===== src/hw/rtl/tmts_pkg.sv =====
package tmts_pkg;

  localparam int SAMPLE_W         = 24;
  localparam int WEIGHT_W         = 9;
  localparam int FILL_W           = 4;
  localparam int Q_BITS           = 8;
  localparam int WINDOW_DEPTH_DEF = 11;
  localparam int TRIM_THRESHOLD   = 5;
  // two smallest plus two largest
  localparam int TRIM_DROP        = 4;

  localparam logic [WEIGHT_W-1:0] WEIGHT_ONE   = 9'd256;
  localparam logic [WEIGHT_W-1:0] WEIGHT_RESET = 9'd26;

  typedef struct packed {
    logic load;
    logic scan;
    logic div_init;
    logic div_step;
    logic mul;
    logic finish;
  } tmts_cmd_t;

  typedef struct packed {
    logic scan_done;
    logic div_last;
    logic out_free;
  } tmts_sts_t;

endpackage


===== src/hw/rtl/tmts_ifs.sv =====
interface tmts_in_if;
  logic                          valid;
  logic                          ready;
  logic [tmts_pkg::SAMPLE_W-1:0] sample;
  modport source (output valid, output sample, input ready);
  modport sink (input valid, input sample, output ready);
endinterface

interface tmts_out_if;
  logic                          valid;
  logic                          ready;
  logic [tmts_pkg::SAMPLE_W-1:0] smoothed;
  logic [tmts_pkg::FILL_W-1:0]   window_fill;
  modport source (output valid, output smoothed, output window_fill, input ready);
  modport sink (input valid, input smoothed, input window_fill, output ready);
endinterface

interface tmts_cfg_if;
  logic                          valid;
  logic                          ready;
  logic [tmts_pkg::WEIGHT_W-1:0] blend_weight;
  modport source (output valid, output blend_weight, input ready);
  modport sink (input valid, input blend_weight, output ready);
endinterface


===== src/hw/rtl/trimmed_mean_time_step_smoother_unit.sv =====
// Trimmed-mean time step smoother.
// Channels: in_ch carries one sample word, out_ch one smoothed word plus the
// window fill, cfg_ch writes the Q8 blend weight (always ready, reset 26;
// values above 256 act as 256). Write the weight only while the block is idle.
// Each sample is written into a ring of WINDOW_DEPTH entries; the window is
// then scanned one entry a cycle to form the sum and the two smallest and two
// largest values. With more than five samples those four are dropped. A
// restoring divider (one quotient bit a cycle) forms the mean, and two
// multipliers blend it with the newest sample.
// From accept to out_ch.valid a sample passes the scan, the divide (SW quotient
// bits, SW = 24 + clog2(WINDOW_DEPTH), 28 at depth 11), the two multipliers and
// the final sum, which waits for a free output register.
// One sample is in work at a time; in_ch.ready is high whenever no sample is
// in work, also while a finished word still waits on out_ch.
// A stalled receiver holds the result in the output register; the next
// result waits in the datapath until that register frees.
// Reset (rst_n low, synchronous) empties the window, clears the ring pointer
// and the output valid, and restores the weight.
module trimmed_mean_time_step_smoother_unit #(
  parameter int WINDOW_DEPTH = tmts_pkg::WINDOW_DEPTH_DEF
) (
  input  logic        clk,
  input  logic        rst_n,
  tmts_in_if.sink     in_ch,
  tmts_out_if.source  out_ch,
  tmts_cfg_if.sink    cfg_ch
);
  import tmts_pkg::*;

  tmts_cmd_t cmd;
  tmts_sts_t sts;

  assign cfg_ch.ready = 1'b1;

  tmts_ctrl u_ctrl (
    .clk      (clk),
    .rst_n    (rst_n),
    .in_valid (in_ch.valid),
    .in_ready (in_ch.ready),
    .sts      (sts),
    .cmd      (cmd)
  );

  tmts_dp #(
    .WINDOW_DEPTH (WINDOW_DEPTH)
  ) u_dp (
    .clk          (clk),
    .rst_n        (rst_n),
    .cmd          (cmd),
    .sts          (sts),
    .sample       (in_ch.sample),
    .cfg_we       (cfg_ch.valid),
    .cfg_data     (cfg_ch.blend_weight),
    .out_ready    (out_ch.ready),
    .out_valid    (out_ch.valid),
    .out_smoothed (out_ch.smoothed),
    .out_fill     (out_ch.window_fill)
  );

endmodule


===== src/hw/rtl/tmts_ctrl.sv =====
module tmts_ctrl (
  input  logic                  clk,
  input  logic                  rst_n,
  input  logic                  in_valid,
  output logic                  in_ready,
  input  tmts_pkg::tmts_sts_t   sts,
  output tmts_pkg::tmts_cmd_t   cmd
);
  import tmts_pkg::*;

  typedef enum logic [4:0] {
    ST_IDLE = 5'b00001,
    ST_SCAN = 5'b00010,
    ST_DIV  = 5'b00100,
    ST_MUL  = 5'b01000,
    ST_SUM  = 5'b10000
  } state_t;

  state_t state_r, state_nxt;

  assign in_ready = (state_r == ST_IDLE);

  always_comb begin
    state_nxt = state_r;
    cmd       = '0;
    case (state_r)
      ST_IDLE: begin
        if (in_valid) begin
          cmd.load  = 1'b1;
          state_nxt = ST_SCAN;
        end
      end
      ST_SCAN: begin
        cmd.scan = 1'b1;
        if (sts.scan_done) begin
          cmd.div_init = 1'b1;
          state_nxt    = ST_DIV;
        end
      end
      ST_DIV: begin
        cmd.div_step = 1'b1;
        if (sts.div_last) begin
          state_nxt = ST_MUL;
        end
      end
      ST_MUL: begin
        cmd.mul   = 1'b1;
        state_nxt = ST_SUM;
      end
      ST_SUM: begin
        // hold until the output register is free
        if (sts.out_free) begin
          cmd.finish = 1'b1;
          state_nxt  = ST_IDLE;
        end
      end
      default: begin
        state_nxt = ST_IDLE;
      end
    endcase
  end

  always_ff @(posedge clk) begin
    if (!rst_n) begin
      state_r <= ST_IDLE;
    end else begin
      state_r <= state_nxt;
    end
  end

  property p_div_after_scan;
    @(posedge clk) disable iff (!rst_n)
      (state_r == ST_DIV) |-> ($past(state_r) == ST_SCAN || $past(state_r) == ST_DIV);
  endproperty
  a_div_after_scan: assert property (p_div_after_scan)
    else $error("divide entered without a finished scan");

  property p_load_only_idle;
    @(posedge clk) disable iff (!rst_n)
      cmd.load |=> (state_r == ST_SCAN);
  endproperty
  a_load_only_idle: assert property (p_load_only_idle)
    else $error("load did not start a scan");

  property p_finish_to_idle;
    @(posedge clk) disable iff (!rst_n)
      cmd.finish |=> in_ready;
  endproperty
  a_finish_to_idle: assert property (p_finish_to_idle)
    else $error("not ready after finishing a word");

endmodule


===== src/hw/rtl/tmts_dp.sv =====
module tmts_dp #(
  parameter int WINDOW_DEPTH = tmts_pkg::WINDOW_DEPTH_DEF
) (
  input  logic                          clk,
  input  logic                          rst_n,
  input  tmts_pkg::tmts_cmd_t           cmd,
  output tmts_pkg::tmts_sts_t           sts,
  input  logic [tmts_pkg::SAMPLE_W-1:0] sample,
  input  logic                          cfg_we,
  input  logic [tmts_pkg::WEIGHT_W-1:0] cfg_data,
  input  logic                          out_ready,
  output logic                          out_valid,
  output logic [tmts_pkg::SAMPLE_W-1:0] out_smoothed,
  output logic [tmts_pkg::FILL_W-1:0]   out_fill
);
  import tmts_pkg::*;

  localparam int AW  = $clog2(WINDOW_DEPTH);
  localparam int CW  = $clog2(WINDOW_DEPTH + 1);
  localparam int SW  = SAMPLE_W + $clog2(WINDOW_DEPTH);
  localparam int DCW = $clog2(SW);
  localparam int PW  = WEIGHT_W + SAMPLE_W;

  logic [SAMPLE_W-1:0] mem [WINDOW_DEPTH];

  logic [WEIGHT_W-1:0] weight_r;
  logic [SAMPLE_W-1:0] newest_r;
  logic [CW-1:0]       fill_r;
  logic [AW-1:0]       slot_r;
  logic [CW-1:0]       rd_idx_r;
  logic                rd_vld_r;
  logic [SAMPLE_W-1:0] rd_data_r;
  logic [SW-1:0]       sum_r;
  logic [SAMPLE_W-1:0] mn0_r, mn1_r, mx0_r, mx1_r;
  logic [SW-1:0]       q_r;
  logic [CW-1:0]       rem_r;
  logic [CW-1:0]       den_r;
  logic [DCW-1:0]      div_cnt_r;
  logic [PW-1:0]       p_mean_r, p_new_r;
  logic                out_valid_r;
  logic [SAMPLE_W-1:0] smoothed_r;
  logic [FILL_W-1:0]   fill_out_r;

  logic                rd_more;
  logic                trim;
  logic [SW-1:0]       trimmed;
  logic [CW:0]         trial;
  logic [CW:0]         diff;
  logic                qbit;
  logic [WEIGHT_W-1:0] w_sat;
  logic [WEIGHT_W-1:0] w_inv;
  logic [PW-1:0]       blend_sum;
  logic [CW+FILL_W-1:0] fill_wide;

  assign rd_more = (rd_idx_r < fill_r);
  assign trim    = (fill_r > CW'(TRIM_THRESHOLD));
  assign trimmed = sum_r - (SW'(mn0_r) + SW'(mn1_r)) - (SW'(mx0_r) + SW'(mx1_r));
  assign trial   = {rem_r, q_r[SW-1]};
  assign diff    = trial - {1'b0, den_r};
  assign qbit    = (trial >= {1'b0, den_r});
  assign w_sat   = (weight_r > WEIGHT_ONE) ? WEIGHT_ONE : weight_r;
  assign w_inv   = WEIGHT_ONE - w_sat;
  assign blend_sum = p_mean_r + p_new_r;
  assign fill_wide = {{FILL_W{1'b0}}, fill_r};

  assign sts.scan_done = !rd_more && !rd_vld_r;
  assign sts.div_last  = (div_cnt_r == DCW'(SW - 1));
  assign sts.out_free  = !out_valid_r || out_ready;

  assign out_valid    = out_valid_r;
  assign out_smoothed = smoothed_r;
  assign out_fill     = fill_out_r;

  // window memory: one write at load, one registered read per scan cycle while entries remain
  always_ff @(posedge clk) begin
    if (cmd.load) begin
      mem[slot_r] <= sample;
    end
    if (cmd.scan && rd_more) begin
      rd_data_r <= mem[rd_idx_r[AW-1:0]];
    end
  end

  always_ff @(posedge clk) begin
    if (!rst_n) begin
      weight_r    <= WEIGHT_RESET;
      fill_r      <= '0;
      slot_r      <= '0;
      rd_idx_r    <= '0;
      rd_vld_r    <= 1'b0;
      out_valid_r <= 1'b0;
    end else begin
      if (cfg_we) begin
        weight_r <= cfg_data;
      end
      if (cmd.load) begin
        slot_r   <= (slot_r == AW'(WINDOW_DEPTH - 1)) ? '0 : slot_r + 1'b1;
        if (fill_r != CW'(WINDOW_DEPTH)) begin
          fill_r <= fill_r + 1'b1;
        end
        rd_idx_r <= '0;
        rd_vld_r <= 1'b0;
      end else if (cmd.scan) begin
        rd_vld_r <= rd_more;
        if (rd_more) begin
          rd_idx_r <= rd_idx_r + 1'b1;
        end
      end
      if (cmd.finish) begin
        out_valid_r <= 1'b1;
      end else if (out_ready) begin
        out_valid_r <= 1'b0;
      end
    end
  end

  // sum and two-deep min/max tracking over the scanned entries
  always_ff @(posedge clk) begin
    if (cmd.load) begin
      newest_r <= sample;
      sum_r    <= '0;
      mn0_r    <= '1;
      mn1_r    <= '1;
      mx0_r    <= '0;
      mx1_r    <= '0;
    end else if (cmd.scan && rd_vld_r) begin
      sum_r <= sum_r + SW'(rd_data_r);
      if (rd_data_r < mn0_r) begin
        mn1_r <= mn0_r;
        mn0_r <= rd_data_r;
      end else if (rd_data_r < mn1_r) begin
        mn1_r <= rd_data_r;
      end
      if (rd_data_r > mx0_r) begin
        mx1_r <= mx0_r;
        mx0_r <= rd_data_r;
      end else if (rd_data_r > mx1_r) begin
        mx1_r <= rd_data_r;
      end
    end
  end

  // restoring divider, one quotient bit per cycle
  always_ff @(posedge clk) begin
    if (cmd.div_init) begin
      q_r       <= trim ? trimmed : sum_r;
      den_r     <= trim ? fill_r - CW'(TRIM_DROP) : fill_r;
      rem_r     <= '0;
      div_cnt_r <= '0;
    end else if (cmd.div_step) begin
      q_r       <= {q_r[SW-2:0], qbit};
      rem_r     <= qbit ? diff[CW-1:0] : trial[CW-1:0];
      div_cnt_r <= div_cnt_r + 1'b1;
    end
  end

  always_ff @(posedge clk) begin
    if (cmd.mul) begin
      p_mean_r <= PW'(w_sat) * PW'(q_r[SAMPLE_W-1:0]);
      p_new_r  <= PW'(w_inv) * PW'(newest_r);
    end
    if (cmd.finish) begin
      smoothed_r <= blend_sum[SAMPLE_W+Q_BITS-1:Q_BITS];
      fill_out_r <= fill_wide[FILL_W-1:0];
    end
  end

  property p_finish_when_free;
    @(posedge clk) disable iff (!rst_n)
      cmd.finish |-> (!out_valid_r || out_ready);
  endproperty
  a_finish_when_free: assert property (p_finish_when_free)
    else $error("output word overwritten before it was taken");

  property p_read_in_range;
    @(posedge clk) disable iff (!rst_n)
      (cmd.scan && rd_more) |-> (rd_idx_r < CW'(WINDOW_DEPTH));
  endproperty
  a_read_in_range: assert property (p_read_in_range)
    else $error("window read beyond depth");

  property p_scan_covers_fill;
    @(posedge clk) disable iff (!rst_n)
      cmd.div_init |-> (rd_idx_r == fill_r && fill_r != '0);
  endproperty
  a_scan_covers_fill: assert property (p_scan_covers_fill)
    else $error("divide started before all entries were summed");

  property p_single_passthrough;
    @(posedge clk) disable iff (!rst_n)
      (cmd.finish && fill_r == CW'(1)) |=> (smoothed_r == $past(newest_r));
  endproperty
  a_single_passthrough: assert property (p_single_passthrough)
    else $error("single sample not passed through");

endmodule


===== src/flat_wrapper.sv =====
// flat-port wrapper written by rule: the top's interface ports become plain ports
module trimmed_mean_time_step_smoother_unit_flat import tmts_pkg::*;
#(
  parameter int WINDOW_DEPTH = tmts_pkg::WINDOW_DEPTH_DEF
)
  (clk, rst_n, in_ch_valid, in_ch_sample, in_ch_ready, out_ch_valid, out_ch_smoothed, out_ch_window_fill, out_ch_ready, cfg_ch_valid, cfg_ch_blend_weight, cfg_ch_ready);
  tmts_in_if in_ch_i ();
  tmts_out_if out_ch_i ();
  tmts_cfg_if cfg_ch_i ();
  input  logic clk;
  input  logic rst_n;
  input wire logic [$bits(in_ch_i.valid)-1:0] in_ch_valid;
  input wire logic [$bits(in_ch_i.sample)-1:0] in_ch_sample;
  output wire logic [$bits(in_ch_i.ready)-1:0] in_ch_ready;
  output wire logic [$bits(out_ch_i.valid)-1:0] out_ch_valid;
  output wire logic [$bits(out_ch_i.smoothed)-1:0] out_ch_smoothed;
  output wire logic [$bits(out_ch_i.window_fill)-1:0] out_ch_window_fill;
  input wire logic [$bits(out_ch_i.ready)-1:0] out_ch_ready;
  input wire logic [$bits(cfg_ch_i.valid)-1:0] cfg_ch_valid;
  input wire logic [$bits(cfg_ch_i.blend_weight)-1:0] cfg_ch_blend_weight;
  output wire logic [$bits(cfg_ch_i.ready)-1:0] cfg_ch_ready;
  assign in_ch_i.valid = in_ch_valid;
  assign in_ch_i.sample = in_ch_sample;
  assign in_ch_ready = in_ch_i.ready;
  assign out_ch_valid = out_ch_i.valid;
  assign out_ch_smoothed = out_ch_i.smoothed;
  assign out_ch_window_fill = out_ch_i.window_fill;
  assign out_ch_i.ready = out_ch_ready;
  assign cfg_ch_i.valid = cfg_ch_valid;
  assign cfg_ch_i.blend_weight = cfg_ch_blend_weight;
  assign cfg_ch_ready = cfg_ch_i.ready;
  trimmed_mean_time_step_smoother_unit #(.WINDOW_DEPTH(WINDOW_DEPTH)) u_core (.clk(clk), .rst_n(rst_n), .in_ch(in_ch_i), .out_ch(out_ch_i), .cfg_ch(cfg_ch_i));
endmodule

===== config.mk =====
export PLATFORM = sky130hd
export DESIGN_NAME = trimmed_mean_time_step_smoother_unit_flat
export DESIGN_NICKNAME = d
export VERILOG_FILES = /design/src/hw/rtl/tmts_pkg.sv /design/src/hw/rtl/tmts_ifs.sv /design/src/hw/rtl/trimmed_mean_time_step_smoother_unit.sv /design/src/hw/rtl/tmts_ctrl.sv /design/src/hw/rtl/tmts_dp.sv /design/src/flat_wrapper.sv
export SDC_FILE = /design/constraint.sdc
export NUM_CORES = 2
export LEC_CHECK = 0
export ABC_AREA = 1
export ABC_CLOCK_PERIOD_IN_PS = 12300
export BUFFER_PORTS_ARGS = -buffer_cell sky130_fd_sc_hd__clkbuf_2
export CORE_ASPECT_RATIO = 1.75
export CORE_MARGIN = 2
export CORE_UTILIZATION = 50
export CTS_CLUSTER_SIZE = 14
export DETAILED_ROUTE_END_ITERATION = 7
export GPL_ROUTABILITY_DRIVEN = 0
export PLACE_DENSITY = 0.66
export SLEW_MARGIN = 20
export SYNTH_ARGS = -nofsm -noshare
export SYNTH_HDL_FRONTEND = slang
export SYNTH_SLANG_ARGS = --single-unit

===== constraint.sdc =====
create_clock -name clk -period 12.3 [get_ports clk]
set_input_delay 1.23 -clock clk [delete_from_list [all_inputs] [get_ports clk]]
set_output_delay 1.23 -clock clk [all_outputs]
set_load 0.005 [all_outputs]

==> out/results.txt <==
The flow ran to the end, and the final reports show no timing, DRC or antenna violations. After layout, the design draws a total of 11,200 uW. In the detailed route, the total length drawn on met3 is 6920 um.

The H-tree level count was 2; the clock-pin slew reported for the worst setup and hold paths after clock tree synthesis was 70 ps. The leakage dissipation was 0.0232 uW. Type of origin of the critical path: a register. Net switching is 48.8% of the power. The relative contribution of combinational cells to total power is 60.8%, and the number of cells on the worst reg-to-reg path is 21.

Setup slack on the worst reg-to-reg path comes out at 5340 ps. After floorplanning, the core was divided into 147 placement rows. The clock period could shrink to 6960 ps.

The tree built by TritonCTS fans out to 597 sinks. The global-route wire length before repair was 211,000 um. In this run the tightest slew margin relative to its limit is 27.5%. In the synthesized netlist the async set-or-reset flop fraction comes to 0%. Internal power comes to 5740 uW. The flip-flop and latch area was 16,300 sq um; the number of buffers inserted for hold repair after clock tree synthesis was 0. Clock tree synthesis selected as its root buffer the cell sky130_fd_sc_hd__clkbuf_16. After filler insertion, the fill cell instance count of the layout stands at 8,496.

The peak supply drop is 283 uV, and the final-stage net count is 6,084. Capturing element type of the critical path: a register. The synthesized netlist occupies a cell area of 45,800 sq um.

A synthesized cell averages 8.52 sq um. For this run, the number of Yosys warnings is 0. The final critical path takes up 56.6% of the cycle. The run gives 0 as the count of final hold-check violations.

Dividing the detail-routed via count by the number of cells gives 5.65. For the worst setup path, the data required time is 12,720 ps. The logs give 8 for the number of detailed-route iterations in the first pass and 15.9% for the fraction of power consumed by the clock network.

The total overflow left after global routing is 0. Top cell family by delay on the critical path: adder cells. The multi-input logic area is 25,600 sq um.

Max-cap violations in this run came to 0. Of the cells placed in the final design, the portion with a size suffix greater than 1 is 5.17%. Together, buffers and inverters on the worst path number 5. The area enclosed by the die boundary was 94,200 sq um; the peak fanout along the critical path was 21. The worst setup path is of the reg2reg kind.

The floorplan die width came out at 233 um. In the final routed layout, each cell accounts on average for 20.9 um. In this run the count of I/O pins placed on the die edge is 69. After synthesis, the cell types taking the most area are sky130_fd_sc_hd__edfxtp_1 (29%), sky130_fd_sc_hd__fa_1 (17%), sky130_fd_sc_hd__nand2_1 (9.6%), sky130_fd_sc_hd__ha_1 (7.9%), sky130_fd_sc_hd__inv_1 (7.1%). Derived from the worst setup path, the maximum achievable clock frequency is 144 MHz. In this run, post-CTS repair resized a total of 0 instances. The number of stages on the worst hold path is 0. The run gives 84 as the maximum number of pins on one net before global-route repair.

The cell taking the most area after synthesis was sky130_fd_sc_hd__edfxtp_1. Walking the worst path, the cells encountered are nor2_1 -> nand2_1 -> o21ai_4 -> nand2_2 -> inv_1 -> buf_4 -> nand2_1 -> fa_1 -> inv_1 -> fa_1 -> inv_1 -> fa_1 -> inv_1 -> fa_1 -> ha_1 -> a21oi_1 -> a21boi_0 -> nand2_1 -> a21oi_1 -> o21bai_1 -> xor2_1. The count of mapped cells out of synthesis was 5,380; the synthesis-stage register bit count was 597. The predominant post-synthesis flop cell was sky130_fd_sc_hd__edfxtp_1.

TritonCTS built the clock tree. The tools report the area of the core as 91,200 sq um. Counting distinct cell types in the post-synthesis netlist gives 57. In this run the power spent charging and discharging nets is 5460 uW.

In the routed design, unresolved DRC markers number 0. For the final database, setup skew stands at 46.4 ps. The slew at the pin closest to its max-slew limit came out at 1080 ps. The class of the tightest hold or removal check was reg2reg.

Summed over all failing endpoints, the final setup total negative slack is 0 ps. The largest single stage delay on the critical path is 650 ps. The tools report the number of global-route vias before repair as 37.9k. In this run the most critical hold path is launched from u_core.u_dp.fill_r[3]. The total routing usage reported by global routing is 29.6%, and the final core area utilization is 54.0%. After detailed routing, the met2 layer carries 71,600 um of wire. On the critical path, the stage with the largest delay is an instance of sky130_fd_sc_hd__inv_1.

The initial antenna violation count was 5; the aggregate routed wire length was 138,000 um. The first routing iteration left 2,832 violations. The run gives 104,000 um as the total half-perimeter wirelength after legalization and detailed placement.

Setup repair after global routing left no endpoint under its margin. Relative to the synthesized area, the layout overhead comes to 7.36%. After synthesis, the largest area contributor takes up 28.6% of total cell area.

The logs give 48,400 um for the routed metal-1 wirelength and 680 ps for the clock latency at the later pin of the worst-skew pair. In this run the critical register-to-register path is launched from u_core.u_dp.weight_r[4]. Setup violations remaining at the end of the flow were counted as 0.

The number of input and output port buffers inserted is 67. The number of clock buffers added by TritonCTS is 57. Maximum number of buffers from clock root to sink: 3. The net count after synthesis came out at 6,092. The tools report the endpoint of the most critical register-to-register path as u_core.u_dp.p_mean_r[20]. Summing the sequential cell areas from Yosys gives 35.6% of the chip area.

Number of enable-type register cells in the synthesized netlist: 436. Once the floorplan was initialized, standard cells occupied 50.3% of the core. For this design the ratio of total power to cell area is 227 nW/um^2. Final count of pins violating max slew: 0. The floorplan step set the die height to 405 um. Hold is met by 478 ps. Once detail routing completed, the nets flagged for antenna violations numbered 0. Critical path data arrival time: 7380 ps.

The path with the worst hold slack has its endpoint at u_core.u_dp.out_fill[3]. The detailed router used layers up to and including met5. In this run, flip-flops and latches consume 23.3% of the power. The buffer count from post-CTS setup fixing was 0. For the detailed-route via count, the log shows 37.3k.
==> synth_stat cells (38+ instances only) <==
cell type                  instances
sky130_fd_sc_hd__nand2_1        1173
sky130_fd_sc_hd__nand3_1         335
sky130_fd_sc_hd__clkbuf_1        123
sky130_fd_sc_hd__nor3_1           38
sky130_fd_sc_hd__xor2_1           64
sky130_fd_sc_hd__edfxtp_1        436
sky130_fd_sc_hd__inv_1           863
sky130_fd_sc_hd__fa_1            383
sky130_fd_sc_hd__dfxtp_1         161
sky130_fd_sc_hd__o21ai_0         297
sky130_fd_sc_hd__a21oi_1         259
sky130_fd_sc_hd__nand4_1          44
sky130_fd_sc_hd__nor2_1          565
sky130_fd_sc_hd__ha_1            291
==> cells in the final DEF, fill, tap and decap left out, drive strengths merged, types with 12 or more instances in the layout <==
| cell | Yosys | final |
|---|---|---|
| dfxtp | 161 | 161 |
| o21a | 17 | 17 |
| o22ai | 29 | 29 |
| ha | 291 | 291 |
| o211ai | 34 | 34 |
| nand3 | 338 | 338 |
| clkbuf | 123 | 143 |
| or2 | 17 | 17 |
| nor2 | 576 | 576 |
| nand2 | 1182 | 1182 |
| buf | 54 | 43 |
| clkinv | 5 | 30 |
| o21ai | 302 | 302 |
| edfxtp | 436 | 436 |
| nand4 | 47 | 47 |
| a21oi | 259 | 259 |
| inv | 869 | 868 |
| fa | 383 | 383 |
| xnor2 | 27 | 27 |
| a31oi | 12 | 12 |
| xor2 | 65 | 65 |
| nor3 | 38 | 38 |
| a21o | 16 | 16 |
| a21boi | 13 | 13 |
| o21bai | 29 | 29 |
| o221ai | 19 | 19 |
==> worst register-to-register path, cell delays in order, from the launching register on <==
cell and delay, ps:
sky130_fd_sc_hd__dfxtp_1 380, sky130_fd_sc_hd__nor2_1 120, sky130_fd_sc_hd__nand2_1 90, sky130_fd_sc_hd__o21ai_4 260, sky130_fd_sc_hd__nand2_2 220, sky130_fd_sc_hd__inv_1 650, sky130_fd_sc_hd__buf_4 400, sky130_fd_sc_hd__nand2_1 130
sky130_fd_sc_hd__fa_1 560, sky130_fd_sc_hd__inv_1 50, sky130_fd_sc_hd__fa_1 490, sky130_fd_sc_hd__inv_1 50, sky130_fd_sc_hd__fa_1 540, sky130_fd_sc_hd__inv_1 50, sky130_fd_sc_hd__fa_1 410, sky130_fd_sc_hd__ha_1 440
sky130_fd_sc_hd__a21oi_1 460, sky130_fd_sc_hd__a21boi_0 440, sky130_fd_sc_hd__nand2_1 130, sky130_fd_sc_hd__a21oi_1 400, sky130_fd_sc_hd__o21bai_1 150, sky130_fd_sc_hd__xor2_1 310
==> metal layers <==
layer,vias to the layer above,global-route usage (%)
li1,17300,-
met1,18000,31.1
met2,1420,54.0
met3,547,3.86
met4,4,21.0
met5,-,0
==> area by class of cell <==
cell class	count	area share, %
clock inverter	28	0.549
sequential	597	33.2
multi-input combinational	3732	52.0
timing repair buffer	110	1.34
inverter	874	6.67
tap	1192	3.03
antenna	3	0.0153
clock buffer	76	3.24
==> cells by family after synthesis <==
group,synth area share [%]
adder cells (fa/ha/maj),24.7
XOR/XNOR,1.84
AND/OR/NAND/NOR,19.9
buffers and inverters,8.73
AO/OA/AOI/OAI,9.31
other,0.00818
flip-flops,35.6
==> worst max path at each step <==
| stage | startpoint | end | slack, ps | cells past startpoint |
|---|---|---|---|---|
| floorplan | u_core.u_dp.weight_r[4] | u_core.u_dp.p_new_r[30] | 6580 | 26 |
| global placement | u_core.u_dp.weight_r[4] | u_core.u_dp.p_mean_r[20] | 5630 | 21 |
| detailed placement | u_core.u_dp.weight_r[4] | u_core.u_dp.p_mean_r[20] | 5580 | 21 |
| CTS | u_core.u_dp.weight_r[4] | u_core.u_dp.p_mean_r[20] | 5550 | 21 |
| global route | u_core.u_dp.weight_r[4] | u_core.u_dp.p_mean_r[20] | 4990 | 21 |
| finish | u_core.u_dp.weight_r[4] | u_core.u_dp.p_mean_r[20] | 5340 | 21 |
==> metrics by stage <==
step	worst slack (ps)	std cells	instance area (sq um)
2_1_floorplan	6580	5380	45800
3_3_place_gp	5630	6505	47300
3_5_place_dp	5580	6505	47300
4_1_cts	5550	6609	49200
5_1_grt	4990	6609	49200
6_report	5340	6612	49200
==> sequential cells by signal (all words and copies together) (netlist names), 5 cells and up <==
signal,count
u_core.u_dp.sum_r,28
u_core.u_dp.mx0_r,24
u_core.u_dp.rd_data_r,24
u_core.u_dp.p_new_r,32
u_core.u_dp.p_mean_r,32
u_core.u_dp.newest_r,24
u_core.u_dp.mem,264
u_core.u_dp.weight_r,9
u_core.u_dp.out_smoothed,24
u_core.u_dp.q_r,28
u_core.u_ctrl.state_r,5
u_core.u_dp.div_cnt_r,5
u_core.u_dp.mx1_r,24
u_core.u_dp.mn0_r,24
u_core.u_dp.mn1_r,24
==> power by group through the flow <==
stage / combinational [uW] / clock [uW] / sequential, uW
after floorplan: 4620 / 0 / 2600
after global placement: 6540 / 0 / 2650
after detailed placement: 6580 / 0 / 2650
after CTS: 6610 / 1800 / 2610
after global routing: 7520 / 1870 / 2620
final: 6810 / 1780 / 2610
Power figures use the tool's default switching activity.
